--- src/hw/rtl/matinv_pkg.sv ---
// shared constants and flag types for the 3x3 matrix inverse core
package matinv_pkg;

   // default element format, signed q16.16
   localparam int ELEM_WIDTH_DEF = 32;
   localparam int FRAC_BITS_DEF  = 16;

   // elements per matrix
   localparam int NUM_ELEMS = 9;

   // pipeline stages ahead of the divider lanes
   localparam int PRE_STAGES = 5;

   // per-lane status that travels from a divider lane to the merge stage
   typedef struct packed {
      logic ovf;
      logic neg;
   } lane_flags_type;

   // determinant status handed to the merge stage
   typedef struct packed {
      logic sat;
      logic singular;
   } det_flags_type;

endpackage

--- src/hw/rtl/matinv_merge.sv ---
// merge stage: saturate the nine lanes, zero on singular, gather flags
module matinv_merge #(
   parameter int ELEM_WIDTH = matinv_pkg::ELEM_WIDTH_DEF
) (
   input  logic                           clock,
   input  logic                           stage_en,
   input  logic [ELEM_WIDTH-1:0]          quo [matinv_pkg::NUM_ELEMS],
   input  matinv_pkg::lane_flags_type     flags [matinv_pkg::NUM_ELEMS],
   input  logic signed [ELEM_WIDTH-1:0]   det_value,
   input  matinv_pkg::det_flags_type      det_flags,
   output logic signed [ELEM_WIDTH-1:0]   r [matinv_pkg::NUM_ELEMS],
   output logic signed [ELEM_WIDTH-1:0]   determinant,
   output logic                           singular,
   output logic                           saturated
);

   localparam int W = ELEM_WIDTH;
   localparam logic [W-1:0] LIM_POS = {1'b0, {(W-1){1'b1}}};
   localparam logic [W-1:0] LIM_NEG = {1'b1, {(W-1){1'b0}}};

   logic [matinv_pkg::NUM_ELEMS-1:0] clip;
   logic signed [W-1:0]              val [matinv_pkg::NUM_ELEMS];
   logic signed [W-1:0]              r_ff [matinv_pkg::NUM_ELEMS];
   logic signed [W-1:0]              det_ff;
   logic                             sing_ff;
   logic                             sat_ff;

   genvar gk;
   generate
      for (gk = 0; gk < matinv_pkg::NUM_ELEMS; gk++) begin : g_lane
         logic [W-1:0] lim;
         logic [W-1:0] mag;

         assign lim      = flags[gk].neg ? LIM_NEG : LIM_POS;
         assign clip[gk] = flags[gk].ovf || (quo[gk] > lim);
         assign mag      = clip[gk] ? lim : quo[gk];
         assign val[gk]  = flags[gk].neg ? (~mag + 1'b1) : mag;

         always_ff @(posedge clock) begin
            if (stage_en) begin
               r_ff[gk] <= det_flags.singular ? '0 : val[gk];
            end
         end

         assign r[gk] = r_ff[gk];
      end
   endgenerate

   always_ff @(posedge clock) begin
      if (stage_en) begin
         det_ff  <= det_flags.singular ? '0 : det_value;
         sing_ff <= det_flags.singular;
         sat_ff  <= !det_flags.singular && ((|clip) || det_flags.sat);
      end
   end

   assign determinant = det_ff;
   assign singular    = sing_ff;
   assign saturated   = sat_ff;

endmodule

--- config.mk ---
export PLATFORM = sky130hd
export DESIGN_NAME = matinv_merge
export DESIGN_NICKNAME = d
export VERILOG_FILES = /design/src/hw/rtl/matinv_pkg.sv /design/src/hw/rtl/matinv_merge.sv
export SDC_FILE = /design/constraint.sdc
export NUM_CORES = 1
export LEC_CHECK = 0
export ABC_CLOCK_PERIOD_IN_PS = 6100
export BUFFER_PORTS_ARGS = -buffer_cell sky130_fd_sc_hd__clkbuf_2
export CAP_MARGIN = 30
export CORE_ASPECT_RATIO = 0.6
export CORE_MARGIN = 2
export CORE_UTILIZATION = 50
export CTS_BUF_LIST = sky130_fd_sc_hd__clkbuf_8
export CTS_CLUSTER_DIAMETER = 80
export CTS_CLUSTER_SIZE = 28
export DETAILED_ROUTE_END_ITERATION = 12
export PLACE_DENSITY = 0.77
export SLEW_MARGIN = 30
export SYNTH_ARGS = -nofsm -noshare
export SYNTH_HDL_FRONTEND = slang
export SYNTH_SLANG_ARGS = --single-unit
--- constraint.sdc ---
create_clock -name clock -period 6.1 [get_ports clock]
set_clock_uncertainty 0.1 [all_clocks]
set_input_delay 0.305 -clock clock [delete_from_list [all_inputs] [get_ports clock]]
set_output_delay 0.305 -clock clock [all_outputs]
set_load 0.005 [all_outputs]
Yosys cells after proc, flatten, opt, wreduce, memory -nomap -nowiden
Memory sizes are Yosys's and may differ from the RTL's.
Cells that the tools add are included.
{"block": "word_totals", "mem_bits_rw": 288, "output_inout_bits": 322, "memories": 1, "ff_bits": 34, "input_bits": 342, "wordCells": 82, "rom_bits": 0, "latchBits": 0}
{"name": "r_ff", "depth": 9, "word_bits": 32, "rd": 9, "rd_clocked_by_memory_dff": 0, "wr": 9, "line": "matinv_merge.sv:23", "text": "logic signed [W-1:0] r_ff [matinv_pkg::NUM_ELEMS];"}
{"block": "classes", "order_cmp": 9, "n_bitwise": 9, "n_shift": 0, "div_mod_pow": 0, "n_mux": 38, "multipliers": 0, "n_reduce_logical": 13, "eq_ne": 0, "n_addsub": 9}
{"cell": "$mux W32", "count": 36}
{"cell": "$add A32 B1 Y32 const B", "count": 9}
{"cell": "$gt A32 B32 Y1", "count": 9}
{"cell": "$not A32 Y32", "count": 9}
{"cell": "$logic_or A1 B1 Y1", "count": 10}
{"cell": "$reduce_or A9 Y1", "count": 1}
{"cell": "$mux W1", "count": 2}
{"cell": "$logic_and A1 B1 Y1", "count": 1}
{"cell": "$logic_not A1 Y1", "count": 1}

Depth between registers and ports, before layout
{"block": "depth", "ltp_word": 8, "ltp_mapped": 23, "ltp_nobuf": 18}

Worst setup path after synthesis
No wires, ideal clock.
{"block": "synth_timing", "path_kind": "input -> register", "from": "in flags[2] (netlist name)", "to": "mem r_ff[0][240] (netlist name), data pin", "setup_ps": 180, "stages": 22, "path_slack_ps": 761, "t_arrival_ps": 5059, "path_cell_list": "clkbuf_1 -> inv_1 -> clkbuf_1 -> clkbuf_1 -> ha_1 -> nand4_1 -> or2_2 -> nor3_1 -> or4_1 -> o21ai_1 -> clkbuf_1 -> clkbuf_1 -> nor2_1 -> a21oi_1 -> ha_1 -> clkbuf_1 -> inv_1 -> or4_1 -> or3_1 -> nand2_1 -> mux2i_1 -> a221oi_1"}
{"element": "start, declared", "line": "matinv_merge.sv:8", "text": "input matinv_pkg::lane_flags_type flags [matinv_pkg::NUM_ELEMS],"}
{"element": "end, declared", "line": "matinv_merge.sv:23"}

==> summary.md <==
| Metric | Value |
|---|---|
| CTS max path bufs | `3` |
| First drt pass iteration count | `8` |
| Count of pins over their slew limit | `0` |
| Post-DP HPWL | `70.38 mm` |
| Seq/Total Area, Yosys | `34.69%` |
| Starting density of the core | `51.06%` |
| Layout cells sized above 1 | `22.14%` |
| Design Area, Final | `0.03449 mm^2` |
| Largest net degree at the start of global routing | `171` |
| CTS buffer count | `20` |
| Cells after Synth | `3211` |
| Critical Path Source Type | `primary input` |
| Achievable Freq | `0.2052 GHz` |
| Crit-path slowest cell | `or4_1` |
| Yosys warning total | `0` |
| Post-route ant nets | `0` |
| Number of enable flip-flop cells after synthesis | `322` |
| GPL Wtd Cong | `0.9662` |
| Critical Path, Cell by Cell | `dlygate4sd3_1, clkbuf_2, ha_1, a21o_1, a21o_1, a21oi_1, nor3_1, or4_1, o21ai_2, buf_4, nor2_1, a21oi_1, ha_1, inv_1, or4_1, or3_1, nand2_1, mux2i_1, a221oi_1` |
| Syn avg cell area | `8.680 um^2` |
| Cell Pwr Density | `173.3 mW/mm^2` |
| Die Width | `308.8 um` |
| Placed cells | `4502` |
| Worst vdd ir | `233.3 uV` |
| Worst rel slew slack | `26.52%` |
| Die H | `186.9 um` |
| Total wire length | `97.58 mm` |
| Cts repair resizes | `0` |
| GR Util All Layers | `32.37%` |
| Remaining DRCs | `0` |
| Pre-CTS setup slack | `0.7432 ns` |
| Worst Tran Pin Value | `1.102 ns` |
| Hold crit path type | `in -> reg` |
| CTS tree | `done` |
| Crit path capture type | `register` |
| Fin Setup TNS | `0 ns` |
| Syn_nets | `3850` |
| Unrepaired setup endpoints after global routing | `no` |
| Port Buf Inserts | `663` |
| DR iter-0 viols | `3522` |
| GR Overflow Total | `0` |
| Vias in the first global route | `27160` |
| Root buffer cell | `clkbuf_8` |
| Layout area overhead | `23.74%` |
| Critical path's largest stage delay | `0.59 ns` |
| Rows | `66` |
| Worst hold slack | `0.03957 ns` |
| WP data arrival | `5.26 ns` |
| Number of setup violations in the final report | `0` |
| Final worst slack | `1.227 ns` |
| Critical path class | `in -> reg` |
| Vias/cell | `6.251` |
| Synth Cell Area | `0.02787 mm^2` |
| Crit-path leading delay family | `simple AND/OR/NAND/NOR gates` |
| Nets | `4615` |
| Crit path time final | `4.873 ns` |
| Crit path required time | `6.49 ns` |
| Boundary Pins | `664` |
| Crit-path max FO | `41` |
| Non-Filler Instances | `4753` |
| Dominant synthesized flop cell | `edfxtp_1` |
| Post-route clock period utilization | `79.88%` |
| Seq cells post-synth | `322` |
| Status | `finished, final reports clean` |
| FFs w/ async S/R, synth | `0%` |
| Clk sink count | `322` |
| DIE AREA | `0.05771 mm^2` |
| H-Tree Depth | `1` |
| Synth cell types | `75` |
| Hold Fails Final Rpt | `0` |
| Reg clk slew, reported paths | `0.17 ns` |
| Worst path bufs/invs | `4` |
| Max_cap viols | `0` |
| Dpl cell area | `0.03196 mm^2` |
| Leak pwr | `14.00 nW` |
| Routed vias | `29710` |
| Core Region | `0.05458 mm^2` |
| Routed len/inst | `20.53 um` |
| First-pass GRT wire length | `151.2 mm` |
| Initial antenna violation count | `25` |
| Fill count | `4663` |
==> final timing paths <==
| check | cells past startpoint | start | endpoint |
|---|---|---|---|
| worst min-delay path | 3 | quo[188] | r_ff[0][124]$_SDFFCE_PP0P_ |
| worst max-delay path | 19 | quo[49] | r_ff[0][240]$_SDFFCE_PP0P_ |
==> through the flow <==
step	util (%)	total power [W]
after floorplan	-	0.003707
after detailed placement	58.54	0.004552
final	63.18	0.005976
after CTS	63.11	0.005955
after global routing	63.17	0.006281
after global placement	58.54	0.004513
==> layout by cell type, fill, tap and decap left out, drive strengths merged, types with 14 or more instances in the layout <==
cell,netlist,final
a221oi,58,58
clkbuf,172,681
nor2,283,283
nand2b,28,28
or3,51,51
a311oi,15,15
a211oi,53,53
diode,0,16
o21a,28,28
a21o,52,52
o311ai,14,14
nand3,60,60
mux2i,29,29
a21oi,346,346
nor4,70,70
o211ai,26,26
o31ai,28,28
or4,33,33
and3,21,21
ha,297,297
dlygate4sd3,0,200
nand2,302,302
a31oi,14,14
nand4,80,80
nor2b,50,50
o21ai,326,326
nor3,142,142
mux2,87,87
buf,5,59
or2,24,24
inv,55,64
edfxtp,322,322
==> registers in the layout, indices dropped and copies added (netlist names) <==
signal	count
determinant	32
r_ff	288
saturated	1
singular	1
==> synthesized netlist by cell type, types with 4 or more instances <==
| master | n | area share [%] |
|---|---|---|
| a211oi_1 | 53 | 1.4 |
| a311oi_1 | 15 | 0.47 |
| inv_1 | 55 | 0.74 |
| nor4b_1 | 7 | 0.22 |
| and4_1 | 7 | 0.22 |
| or3_1 | 51 | 1.1 |
| or4_1 | 32 | 0.86 |
| a21oi_1 | 346 | 6.2 |
| o22ai_1 | 4 | 0.090 |
| nor3_1 | 141 | 2.5 |
| clkbuf_1 | 172 | 2.3 |
| ha_1 | 297 | 13 |
| nand4b_1 | 12 | 0.38 |
| o21a_1 | 28 | 0.75 |
| xnor2_1 | 5 | 0.16 |
| o211a_1 | 7 | 0.25 |
| a22oi_1 | 4 | 0.11 |
| edfxtp_1 | 322 | 35 |
| buf_1 | 4 | 0.054 |
| nor3b_1 | 8 | 0.22 |
| or2_2 | 23 | 0.52 |
| o31ai_1 | 28 | 0.75 |
| o311ai_0 | 14 | 0.44 |
| nor2b_1 | 50 | 1.1 |
| xor2_1 | 8 | 0.25 |
| a22o_1 | 10 | 0.31 |
| mux2_2 | 87 | 3.5 |
| o21ai_0 | 323 | 5.8 |
| a221oi_1 | 57 | 1.8 |
| nor2_1 | 283 | 3.8 |
| o211ai_1 | 26 | 0.70 |
| nand3b_1 | 9 | 0.24 |
| a21o_1 | 52 | 1.4 |
| and2_1 | 7 | 0.16 |
| nand2_1 | 302 | 4.1 |
| nand2b_1 | 28 | 0.63 |
| a31oi_1 | 14 | 0.31 |
| nand3_1 | 60 | 1.1 |
| nand4_1 | 80 | 1.8 |
| and3_1 | 21 | 0.47 |
| o32ai_1 | 4 | 0.13 |
| nor4_1 | 68 | 1.5 |
| mux2i_1 | 29 | 1.0 |
==> power breakdown <==
| part | internal, W | total, W | switching (W) | leakage [nW] |
|---|---|---|---|---|
| Combinational | 0.000756 | 0.00191 | 0.00115 | 10.6 |
| Clock | 0.000416 | 0.00132 | 0.000902 | 0.240 |
| Sequential | 0.00268 | 0.00275 | 0.0000700 | 3.11 |
| Total | 0.00385 | 0.00598 | 0.00212 | 14.0 |
==> logic make-up (layout without fill, tap and decap cells) <==
group                      count (synthesis)  after routing  share of synthesized area (%)
DFF                                      322            322                          34.69
other                                      0             16                              0
muxes                                    116            116                          4.556
and+or+nand+nor                         1204           1204                          21.58
xor gates and xnor gates                  13             13                         0.4085
buffers and inverters                    233           1011                          3.142
adders and majority gates                297            297                          13.33
AOI/OAI and AO/OA                       1026           1026                          22.29
==> cell type report <==
cell class,count,area (um^2),area share [%]
Antenna cell,16,40.04,0.1161
Clock buffer,20,275.3,0.7981
Clock inverter,15,216.5,0.6276
Inverter,56,210.2,0.6095
Multi-Input combinational cell,2656,17350,50.30
Sequential cell,322,9669,28.04
Tap cell,748,935.9,2.714
Timing Repair Buffer,920,5793,16.80
==> metal layers <==
metal  part of all wire (%)  GRT usage (%)  up-vias
li1                       -              -    13970
met1                     42          45.16    13800
met2                     43          48.17     1657
met3                     10          7.535      277
met4                    4.7          13.38       18
met5                   0.12              0        -
==> repair_timing <==
| action | CTS | global route |
|---|---|---|
| hold buffers | 200 | 0 |
| setup endpoints to repair | 0 | 0 |
| setup buffers | 0 | 0 |
| endpoints found under the hold margin | 201 | 0 |
(Power assumes the default switching activity.)
